$ cat config.mk
export PLATFORM = sky130hd
export DESIGN_NAME = pfvc_ctrl
export DESIGN_NICKNAME = d
export VERILOG_FILES = /design/src/hdl/pfvc_pkg.sv /design/src/hdl/pfvc_ctrl.sv
export SDC_FILE = /design/constraint.sdc
export NUM_CORES = 1
export LEC_CHECK = 0
export ABC_AREA = 1
export BUFFER_PORTS_ARGS = -buffer_cell sky130_fd_sc_hd__buf_2
export CAP_MARGIN = 25
export CORE_UTILIZATION = 57
export CTS_CLUSTER_DIAMETER = 50
export CTS_CLUSTER_SIZE = 8
export DETAILED_ROUTE_END_ITERATION = 12
export GPL_TIMING_DRIVEN = 1
export PLACE_DENSITY = 0.88
export SYNTH_ARGS = -nofsm -noshare
export SYNTH_HDL_FRONTEND = slang
export SYNTH_SLANG_ARGS = --single-unit
$ cat constraint.sdc
create_clock -name clk_i -period 3.6 [get_ports clk_i]
set_clock_uncertainty 0.15 [all_clocks]
set_input_delay 0.9 -clock clk_i [delete_from_list [all_inputs] [get_ports clk_i]]
set_output_delay 0.9 -clock clk_i [all_outputs]
set_load 0.01 [all_outputs]
$ cat src/hdl/pfvc_pkg.sv
// Package for the polygon fan volume and centroid core.
// Holds widths, the controller state type and the command/status structs.
package pfvc_pkg;

  localparam int unsigned CoordW   = 12;
  localparam int unsigned CentW    = 14;
  localparam int unsigned VolW     = 43;
  localparam int unsigned WsumW    = 56;
  localparam int unsigned QuotW    = 56;
  localparam int unsigned DivStepW = 6;
  localparam int unsigned ProdW    = 26;

  typedef enum logic [3:0] {
    ST_IDLE,
    ST_MUL1,
    ST_MUL2,
    ST_TRIP,
    ST_WSUM,
    ST_DIV_INIT,
    ST_DIV_RUN,
    ST_DIV_NEXT,
    ST_OUT
  } pfvc_state_e;

  // Commands from the controller to the datapath.
  typedef struct packed {
    logic       load_vertex;
    logic       store_first;
    logic       mul1;
    logic       mul2;
    logic       trip;
    logic       wsum;
    logic       div_init;
    logic       div_step;
    logic [1:0] div_axis;
    logic       div_save;
    logic       clear;
  } pfvc_cmd_t;

  // Status from the datapath to the controller.
  typedef struct packed {
    logic vol_zero;
    logic div_done;
  } pfvc_stat_t;

endpackage

$ cat src/hdl/pfvc_ctrl.sv
// Controller state machine of the polygon fan volume and centroid core.
// Depends on pfvc_pkg for the state type and command/status structs.
module pfvc_ctrl #(
  parameter int unsigned MaxVertices = 64
) (
  input  logic                 clk_i,
  input  logic                 rst_ni,
  input  logic                 in_valid_i,
  output logic                 in_stall_o,
  input  logic                 last_vertex_i,
  output logic                 out_valid_o,
  input  logic                 out_stall_i,
  output pfvc_pkg::pfvc_cmd_t  cmd_o,
  input  pfvc_pkg::pfvc_stat_t stat_i
);
  import pfvc_pkg::*;

  localparam int unsigned CntW = $clog2(MaxVertices + 1);

  pfvc_state_e state_q, state_d;
  logic [CntW-1:0] cnt_q, cnt_d;
  logic last_q, last_d;
  logic [1:0] axis_q, axis_d;
  logic out_valid_q, out_valid_d;
  logic accept;
  logic take;

  assign accept = in_valid_i && !in_stall_o;
  assign take   = cnt_q < CntW'(MaxVertices);

  // Next-state logic.
  always_comb begin
    state_d     = state_q;
    cnt_d       = cnt_q;
    last_d      = last_q;
    axis_d      = axis_q;
    out_valid_d = out_valid_q;
    if (out_valid_q && !out_stall_i) begin
      out_valid_d = 1'b0;
    end
    case (state_q)
      ST_IDLE: begin
        if (accept) begin
          last_d = last_vertex_i;
          if (take) begin
            cnt_d = cnt_q + 1'b1;
          end
          if (take && cnt_q >= CntW'(2)) begin
            state_d = ST_MUL1;
          end else if (last_vertex_i) begin
            state_d = ST_DIV_INIT;
          end
        end
      end
      ST_MUL1: state_d = ST_MUL2;
      ST_MUL2: state_d = ST_TRIP;
      ST_TRIP: state_d = ST_WSUM;
      ST_WSUM: state_d = last_q ? ST_DIV_INIT : ST_IDLE;
      ST_DIV_INIT: begin
        axis_d  = 2'd0;
        state_d = stat_i.vol_zero ? ST_OUT : ST_DIV_RUN;
      end
      ST_DIV_RUN: begin
        if (stat_i.div_done) begin
          state_d = ST_DIV_NEXT;
        end
      end
      ST_DIV_NEXT: begin
        if (axis_q == 2'd2) begin
          state_d = ST_OUT;
        end else begin
          axis_d  = axis_q + 2'd1;
          state_d = ST_DIV_RUN;
        end
      end
      ST_OUT: begin
        if (!out_valid_q || !out_stall_i) begin
          out_valid_d = 1'b1;
          cnt_d       = '0;
          axis_d      = 2'd0;
          state_d     = ST_IDLE;
        end
      end
      default: state_d = ST_IDLE;
    endcase
  end

  // Command outputs. The set-up in ST_DIV_NEXT loads the axis that runs next.
  always_comb begin
    cmd_o             = '0;
    cmd_o.div_axis    = (state_q == ST_DIV_NEXT) ? axis_q + 2'd1 : axis_q;
    in_stall_o        = (state_q != ST_IDLE);
    cmd_o.load_vertex = (state_q == ST_IDLE) && accept && take;
    cmd_o.store_first = cmd_o.load_vertex && (cnt_q == '0);
    cmd_o.mul1        = (state_q == ST_MUL1);
    cmd_o.mul2        = (state_q == ST_MUL2);
    cmd_o.trip        = (state_q == ST_TRIP);
    cmd_o.wsum        = (state_q == ST_WSUM);
    cmd_o.div_init    = (state_q == ST_DIV_INIT) ||
                        ((state_q == ST_DIV_NEXT) && (axis_q != 2'd2));
    cmd_o.div_step    = (state_q == ST_DIV_RUN);
    cmd_o.div_save    = (state_q == ST_DIV_RUN) && stat_i.div_done;
    cmd_o.clear       = (state_q == ST_OUT) && (!out_valid_q || !out_stall_i);
  end

  assign out_valid_o = out_valid_q;

  // State registers.
  always_ff @(posedge clk_i or negedge rst_ni) begin
    if (!rst_ni) begin
      state_q     <= ST_IDLE;
      cnt_q       <= '0;
      last_q      <= 1'b0;
      axis_q      <= 2'd0;
      out_valid_q <= 1'b0;
    end else begin
      state_q     <= state_d;
      cnt_q       <= cnt_d;
      last_q      <= last_d;
      axis_q      <= axis_d;
      out_valid_q <= out_valid_d;
    end
  end

endmodule

==> impl_metrics.tcl, run 1 <==
set metrics [dict create \
    grt_overflow 0 \
    hpwl_mm 1.805 \
    regArea_um2 375.4 \
    stdcell_count 184 \
    port_buffers 20 \
    cp-end-kind "output pin" \
    setup_ws_ns 0.8176 \
    grt_usage_pct 27.01 \
    cts.sinks 15 \
    r2r-start "state_q[0]" \
    rsz0062_at_grt "false" \
    min_period_ns 2.782 \
    maxCapViolations 0 \
    synth_top_family_by_area "simple AND/OR/NAND/NOR gates" \
    fin_util_pct 73.11 \
    avgSynthCellArea_um2 6.899 \
    yosys_warnings 0 \
    final_max_slew_viol_count 0 \
    grt_pass1_wl_mm 3.739 \
    post-route-drc-count 0 \
    synth_mux_area_share_pct 0 \
    setup.worst_path.start_class "flip-flop" \
    cp_max_fo 5 \
    worst-setup-path-type "reg -> out" \
    synth-async-reset-ratio_pct 100.0 \
    cts_resized 0 \
    die_area_mm2 0.001914 \
    synth_compound_area_share_pct 7.683 \
    ys_seq_area_share_pct 37.78 \
    setup-violations-final 0 \
    grt_pass1_vias 888 \
    clk_path_buf_depth 2 \
    clk_latency_ns 0.28 \
    max_slew.worst_pin.slew_ns 0.3474 \
    antenna_found_initial 0 \
    synth_edf_count 0 \
    pre_cts_ws_ns 1.154 \
    reg2regPathDepth 6 \
    htree_levels 1 \
    drive_gt1_share_pct 19.05 \
    tns_ns 0 \
    place_area_mm2 0.001114 \
    rows 14 \
    diodes 0 \
    fmax_mhz 359.4 \
    clockRootBuffer "clkbuf_4" \
    cellPowerDensity_mw_per_mm2 790.3 \
    start_util_pct 63.72 \
    final_antenna_net_count 0 \
    drt-pass1-iter-count 4 \
    critPathArrivalTime_ns 1.73 \
    cp.required_ns 2.55 \
    routed_wl_mm 2.254 \
    yosys_register_bits 15 \
    dieWidth_um 43.75 \
    finalHoldViolCount 0 \
    p_leak_uw 0.0006788 \
    r2r-end "cnt_q[1]" \
    irDropWorstVdd_mv 0.4617 \
    place_congestion 0.8503 \
    fin_crit_sh_pct 77.29 \
    synthAdderAreaFrac_pct 5.038 \
    clkTransAtPathRegs_ns 0.09 \
    die_y_um 43.75 \
    ff2ff_setup_slack_ns 1.93 \
    cts_tree "built" \
    ios 21 \
    synth_cell_types 19 \
    post_cts_buffers 0 \
    synth_xor_area_share_pct 0.8816 \
    grt_max_degree 16 \
    max-slew-margin-rel_pct 76.66 \
    synthToLayoutAreaGrowth_pct 14.74 \
    netlist_instances 144 \
    fin_area_mm2 0.001140 \
    status "complete, no violations" \
    wl_per_cell_um 12.25 \
    drt_iter0_drc 43 \
    yosys_most_used_dff "dfrtp_1" \
    vias 987 \
    netlist_area_um2 993.5 \
    dp_cells 180 \
    synth_simple_gate_area_share_pct 37.66 \
    routed_via_density 5.364 \
    nFillCells 131 \
    hold_class "in -> async" \
    postCtsHoldBufs 0 \
    nets 180 \
    cts_buffers 3 \
    coreArea_mm2 0.001559 \
    multiInputGateArea_um2 509.2 \
    syn_nets 155 \
]
where the power goes:
group / internal, uW / switching [uW]
sequential: 231 / 66.0
clock: 43.0 / 54.0
combinational: 180 / 326
total: 455 / 446
area by class of cell:
cell class / instances / area share (%)
multi-input cells: 100 / 44.68
flip-flops and latches: 15 / 32.93
inverters: 29 / 9.550
repair buffers: 20 / 8.782
clock buffers: 4 / 2.305
well taps: 16 / 1.756
state kept, by name, indices dropped and copies added, names as in the netlist:
register,count
axis_q,2
state_q,4
cnt_q,7
out_valid_o,1
last_q,1
cells in the final DEF, fill, tap and decap left out:
| cell | n |
|---|---|
| inv_1 | 28 |
| nand3b_1 | 2 |
| clkbuf_4 | 3 |
| ha_1 | 4 |
| inv_2 | 1 |
| a21oi_1 | 2 |
| o21ai_0 | 8 |
| clkbuf_1 | 1 |
| a31o_2 | 1 |
| nor3_1 | 3 |
| nor2_2 | 2 |
| dfrtp_1 | 15 |
| nand3_1 | 16 |
| nand2_2 | 1 |
| nand4_1 | 2 |
| nand2_1 | 32 |
| buf_2 | 20 |
| nor2_4 | 3 |
| o21ai_1 | 1 |
| xor2_1 | 1 |
| nor2_1 | 21 |
| o211ai_2 | 1 |
worst max-delay path by stage:
stage / from / end / slack (ns) / cells after the start
2_1_floorplan: in_valid_i / cmd_o[10] / 1.31 / 2
3_3_place_gp: in_valid_i / cmd_o[10] / 1.19 / 4
3_5_place_dp: out_stall_i / cmd_o[0] / 1.15 / 5
4_1_cts: state_q[3] / cmd_o[10] / 0.85 / 6
5_1_grt: state_q[3] / cmd_o[10] / 0.72 / 6
6_report: state_q[3] / cmd_o[10] / 0.82 / 6
cells by family after synthesis:
group | Yosys count
adder cells (fa/ha/maj) | 4
buffers and inverters | 29
XOR/XNOR | 1
flip-flops | 15
AO/OA/AOI/OAI | 13
AND/OR/NAND/NOR | 82
critical path, cell delays in order (launching register included):
cell and delay (ns):
dfrtp_1 0.46, nor2_1 0.27, inv_1 0.13, nor2_4 0.16, nand2_1 0.12, nor3_1 0.15, buf_2 0.16
cell usage after synthesis (2+ instances only):
library cell / instances / share of area (%)
a21oi_1: 2 / 1.0
dfrtp_1: 15 / 38
nand4_1: 2 / 1.3
ha_1: 4 / 5.0
inv_1: 28 / 11
nand2_1: 32 / 12
nor2_2: 2 / 1.3
nand3b_1: 2 / 1.5
nor3_1: 3 / 1.5
o21ai_0: 8 / 4.0
nor2_1: 21 / 7.9
nand3_1: 16 / 8.1
nor2_4: 3 / 3.4
metrics by stage:
step	power [uW]	hold WS (ns)
6_report	900.8	0.3496
5_1_grt	985.4	0.3696
4_1_cts	897.5	0.3567
3_5_place_dp	800.2	0.3681
3_3_place_gp	768.7	0.3281
2_1_floorplan	652.1	0.3038
metal layers:
layer,part of all wire [%],track usage [%]
met3,4.8,6.667
met5,0,0
met4,0.84,8.750
met1,41,33.42
met2,53,45.97
(Power assumes the default switching activity.)
==> run 2: changes to the inputs <==
CORE_UTILIZATION = 48   (was 57)
PLACE_DENSITY = 0.79   (was 0.88)
clock period = 2.5 ns   (was 3.6 ns; I/O delays follow)
==> run 2 against run 1 <==
  * Core utilization decreased by 13 points
  * Register-to-register slack lost 1.0 ns
  * Wire length down 4.9%
  * Critical endpoint unchanged
  * Largest cell class unchanged
==> impl_metrics.tcl, run 2 (synthesized netlist as in run 1, its figures left out) <==
set metrics [dict create \
    status "complete, no violations" \
    grt_pass1_wl_mm 3.208 \
    htree_levels 1 \
    setup-violations-final 0 \
    fmax_mhz 418.6 \
    crit_end "cmd_o[10]" \
    clockRootBuffer "clkbuf_4" \
    routed_via_density 5.036 \
    drt-pass1-iter-count 4 \
    die_area_mm2 0.002256 \
    grt_max_degree 16 \
    final_cell_mix "nand2_1, inv_1, nor2_1, buf_2, nand3_1" \
    cp_slowest_cell "dfrtp_1" \
    post_cts_buffers 0 \
    final_antenna_net_count 0 \
    cellPowerDensity_mw_per_mm2 1117 \
    r2r-end "state_q[2]" \
    stdcell_count 195 \
    tns_ns 0 \
    max_slew.worst_pin.slew_ns 0.3388 \
    cpMostUsedCell "nor2_4" \
    drive_gt1_share_pct 20.83 \
    coreArea_mm2 0.001962 \
    dp_cells 191 \
    final_max_slew_viol_count 0 \
    cts_buffers 3 \
    clk_path_buf_depth 2 \
    fin_crit_sh_pct 95.56 \
    finalHoldViolCount 0 \
    ff2ff_setup_slack_ns 0.92 \
    p_leak_uw 0.0006794 \
    critPathTopFamily "simple AND/OR/NAND/NOR gates" \
    drt_iter0_drc 28 \
    ios 21 \
    cp.required_ns 1.73 \
    grt_usage_pct 20.57 \
    pre_cts_ws_ns 0.3564 \
    largest_reg_flops 7 \
    hold_class "in -> async" \
    setup_ws_ns 0.1110 \
    regArea_um2 376.6 \
    cp_max_fo 6 \
    grt_pass1_vias 780 \
    post-route-drc-count 0 \
    min_period_ns 2.389 \
    multiInputGateArea_um2 521.8 \
    largest_register "cnt_q" \
    start_util_pct 50.64 \
    maxCapViolations 0 \
    dieWidth_um 47.50 \
    r2r-start "state_q[2]" \
    rsz0062_at_grt "false" \
    nets 180 \
    clkTransAtPathRegs_ns 0.10 \
    cpPeakStageDelay_ns 0.45 \
    irDropWorstVdd_mv 0.6672 \
    holdWs_ns 0.06788 \
    cts_resized 0 \
    report.power.total_uw 1309 \
    routed_wl_mm 2.143 \
    critPathBufInv 2 \
    path_depth 6 \
    reg2regPathDepth 9 \
    antenna_found_initial 0 \
    synthToLayoutAreaGrowth_pct 17.88 \
    layout_commonest_cell "nand2_1" \
    nFillCells 200 \
    place_congestion 0.8959 \
    clk_latency_ns 0.29 \
    wl_per_cell_um 10.99 \
    reg_top3 "cnt_q (7), state_q (4), axis_q (2)" \
    die_y_um 47.50 \
    diodes 0 \
    critPathArrivalTime_ns 1.61 \
    vias 982 \
    setup.worst_path.start_class "flip-flop" \
    cp-startpoint "state_q[1]" \
    max-slew-margin-rel_pct 77.41 \
    cts_tree "built" \
    hpwl_mm 1.713 \
    cp-end-kind "output pin" \
    postCtsHoldBufs 0 \
    grt_overflow 0 \
    port_buffers 20 \
    worst-setup-path-type "reg -> out" \
    rows 16 \
    path_cells "nor2_4 > inv_1 > nor2_4 > nand2_1 > nor3_1 > buf_2" \
    cts.sinks 15 \
]
[run 2: changes by cell type in the layout (fill, tap and decap cells not counted), sizes merged]
cell,previous run,this run
clkinvlp,0,1
clkbuf,4,3
[run 2: report_power, final]
part	switching (uW)	internal (uW)	total, uW	leakage [uW]
Clock	88.1	60.8	149	0.0000139
Combinational	457	267	724	0.000472
Sequential	103	334	436	0.000194
[run 2: how the worst min path moves through the flow]
stage           startpoint          end  slack [ns]  cells past startpoint
2_1_floorplan       rst_ni    axis_q[0]        0.18                      0
3_3_place_gp   out_valid_o  out_valid_o        0.34                      2
3_5_place_dp   out_valid_o  out_valid_o        0.34                      2
4_1_cts             rst_ni     cnt_q[4]        0.08                      1
5_1_grt             rst_ni     cnt_q[3]        0.07                      1
6_report            rst_ni     cnt_q[4]        0.07                      1
[run 2: stage by stage]
step           area [um2]  util (%)
3_3_place_gp         1127     57.46
6_report             1171     59.69
5_1_grt              1171     59.69
2_1_floorplan       993.5         -
4_1_cts              1157     58.99
3_5_place_dp         1127     57.46
[run 2: cell type report]
class,count,share of cell area [%]
Clock buffer,3,1.923
Tap cell,27,2.885
Multi-Input combinational cell,100,44.55
Inverter,29,9.295
Clock inverter,1,0.6410
Sequential cell,15,32.16
Timing Repair Buffer,20,8.547
[run 2: worst register-to-register path: stages (launching register included)]
cell     delay [ns]
dfrtp_1        0.46
inv_1          0.12
nor2_4         0.15
nand2_1        0.14
nor2_1         0.16
nor2_1         0.06
nand2_1        0.08
inv_1          0.04
nand2_1        0.05
nand2_1        0.06
[run 2: per-layer routing]
metal | vias up | routed length, um | track usage, %
met5 | - | 0 | 0
met3 | 4 | 80 | 3.396
met2 | 27 | 1037 | 35.89
met1 | 453 | 1000 | 26.42
met4 | 0 | 25 | 5.143
li1 | 498 | - | -
==> run 3: changes to the inputs <==
CORE_UTILIZATION = 50   (was 48)
CTS_BUF_LIST = sky130_fd_sc_hd__clkbuf_4   (was not set)
PLACE_DENSITY = 0.82   (was 0.79)
==> run 3 against run 2 <==
  * Clock-buffer cell count unchanged
  * Hold slack worse by 0.015 ns
  * Cell count down 0.51%
  * Flip-flop and latch count unchanged
  * Critical path depth unchanged
==> impl_metrics.tcl, run 3 (synthesized netlist as in run 1, its figures left out) <==
set metrics [dict create \
    cp_slowest_cell "dfrtp_1" \
    nFillCells 159 \
    drt_iter0_drc 22 \
    p_leak_uw 0.0006898 \
    grt_usage_pct 20.75 \
    place_area_mm2 0.001132 \
    reg_top3 "cnt_q (7), state_q (4), axis_q (2)" \
    wl_per_cell_um 10.74 \
    cp_max_fo 5 \
    drive_gt1_share_pct 21.30 \
    final_max_slew_viol_count 0 \
    critPathArrivalTime_ns 1.63 \
    drt-pass1-iter-count 4 \
    final_antenna_net_count 0 \
    post-route-drc-count 0 \
    cts.sinks 15 \
    coreArea_mm2 0.001802 \
    port_buffers 20 \
    irDropWorstVdd_mv 0.6126 \
    path_cells "nor2_4 > inv_1 > nor2_4 > nand2_1 > nor3_1 > buf_2" \
    setup-violations-final 0 \
    maxCapViolations 0 \
    grt_max_degree 16 \
    antenna_found_initial 0 \
    setup.worst_path.start_class "flip-flop" \
    vias 970 \
    grt_overflow 0 \
    die_area_mm2 0.002169 \
    grt_pass1_vias 785 \
    grt_pass1_wl_mm 3.167 \
    start_util_pct 55.14 \
    r2r-end "state_q[2]" \
    clk_latency_ns 0.30 \
    place_congestion 0.9214 \
    cp-end-kind "output pin" \
    diodes 0 \
    cts_tree "built" \
    htree_levels 1 \
    min_period_ns 2.409 \
    hpwl_mm 1.652 \
    fin_area_mm2 0.001175 \
    max-slew-margin-rel_pct 77.38 \
    report.power.total_uw 1317 \
    worst-setup-path-type "reg -> out" \
    pre_cts_ws_ns 0.3794 \
    nets 181 \
    clk_path_buf_depth 2 \
    routed_wl_mm 2.084 \
    dieWidth_um 46.58 \
    status "complete, no violations" \
    synthToLayoutAreaGrowth_pct 18.26 \
    cellPowerDensity_mw_per_mm2 1121 \
    max_slew.worst_pin.slew_ns 0.3393 \
    r2r-start "state_q[2]" \
    largest_reg_flops 7 \
    cpPeakStageDelay_ns 0.48 \
    rows 15 \
    setup_ws_ns 0.09078 \
    ff2ff_setup_slack_ns 0.87 \
    dp_cells 190 \
    hold_class "in -> async" \
    clkTransAtPathRegs_ns 0.11 \
    ios 21 \
    layout_commonest_cell "nand2_1" \
    cts_buffers 3 \
    fmax_mhz 415.1 \
    clockRootBuffer "clkbuf_4" \
    routed_via_density 5.000 \
    cpMostUsedCell "nor2_4" \
    final_cell_mix "nand2_1, inv_1, buf_2" \
    cp.required_ns 1.73 \
    fin_crit_sh_pct 96.37 \
    die_y_um 46.58 \
    largest_register "cnt_q" \
    reg2regPathDepth 9 \
    postCtsHoldBufs 0 \
    finalHoldViolCount 0 \
    stdcell_count 194 \
]
[run 3: worst max-delay path by stage]
| stage | start | to | slack, ns |
|---|---|---|---|
| 2_1_floorplan | state_q[3] | cmd_o[10] | 0.50 |
| 3_3_place_gp | state_q[3] | cmd_o[10] | 0.44 |
| 3_5_place_dp | state_q[3] | cmd_o[10] | 0.38 |
| 4_1_cts | state_q[3] | cmd_o[10] | 0.04 |
| 5_1_grt | state_q[3] | cmd_o[10] | -0.01 |
| 6_report | state_q[3] | cmd_o[10] | 0.09 |
[run 3: what timing repair did]
item / CTS / global route
resized for setup: 0 / 4
endpoints found under the setup margin: 0 / 2
hold endpoints to repair: 0 / 0
setup buffers: 0 / 0
[run 3: layer usage]
metal  global-route usage [%]  up-vias  share of wire (%)
met1                    25.85      438                 46
li1                         -      502                  -
met5                        0        -                  0
met4                    7.059        0                1.8
met3                    3.922        5                4.6
met2                    35.28       25                 48
[run 3: cell type report]
class | count | area [um2] | area share, %
repair buffers | 21 | 107.6 | 9.159
well taps | 25 | 31.28 | 2.662
flip-flops and latches | 15 | 375.4 | 31.95
clock inverters | 1 | 5.005 | 0.4260
clock buffers | 3 | 22.52 | 1.917
multi-input cells | 100 | 524.3 | 44.62
inverters | 29 | 108.9 | 9.265
[run 3: per-stage QoR]
stage	setup TNS [ns]	hold WS, ns	util (%)
3_3_place_gp	0	0.3280	62.85
6_report	0	0.05291	65.21
4_1_cts	0	0.07680	64.38
3_5_place_dp	0	0.3415	62.85
2_1_floorplan	0	0.1794	-
5_1_grt	-0.01023	0.06909	65.21
[run 3: where the power goes]
part	switching (uW)	total [uW]	internal, uW
registers	99.7	433	333
logic	460	736	276
clock network	88.2	148	59.7
[run 3: critical path, delay by kind of cell, from the launching register on]
family | cells | cell delay (ns)
buf+inv | 2 | 0.26
flops | 1 | 0.48
simple gates | 4 | 0.59
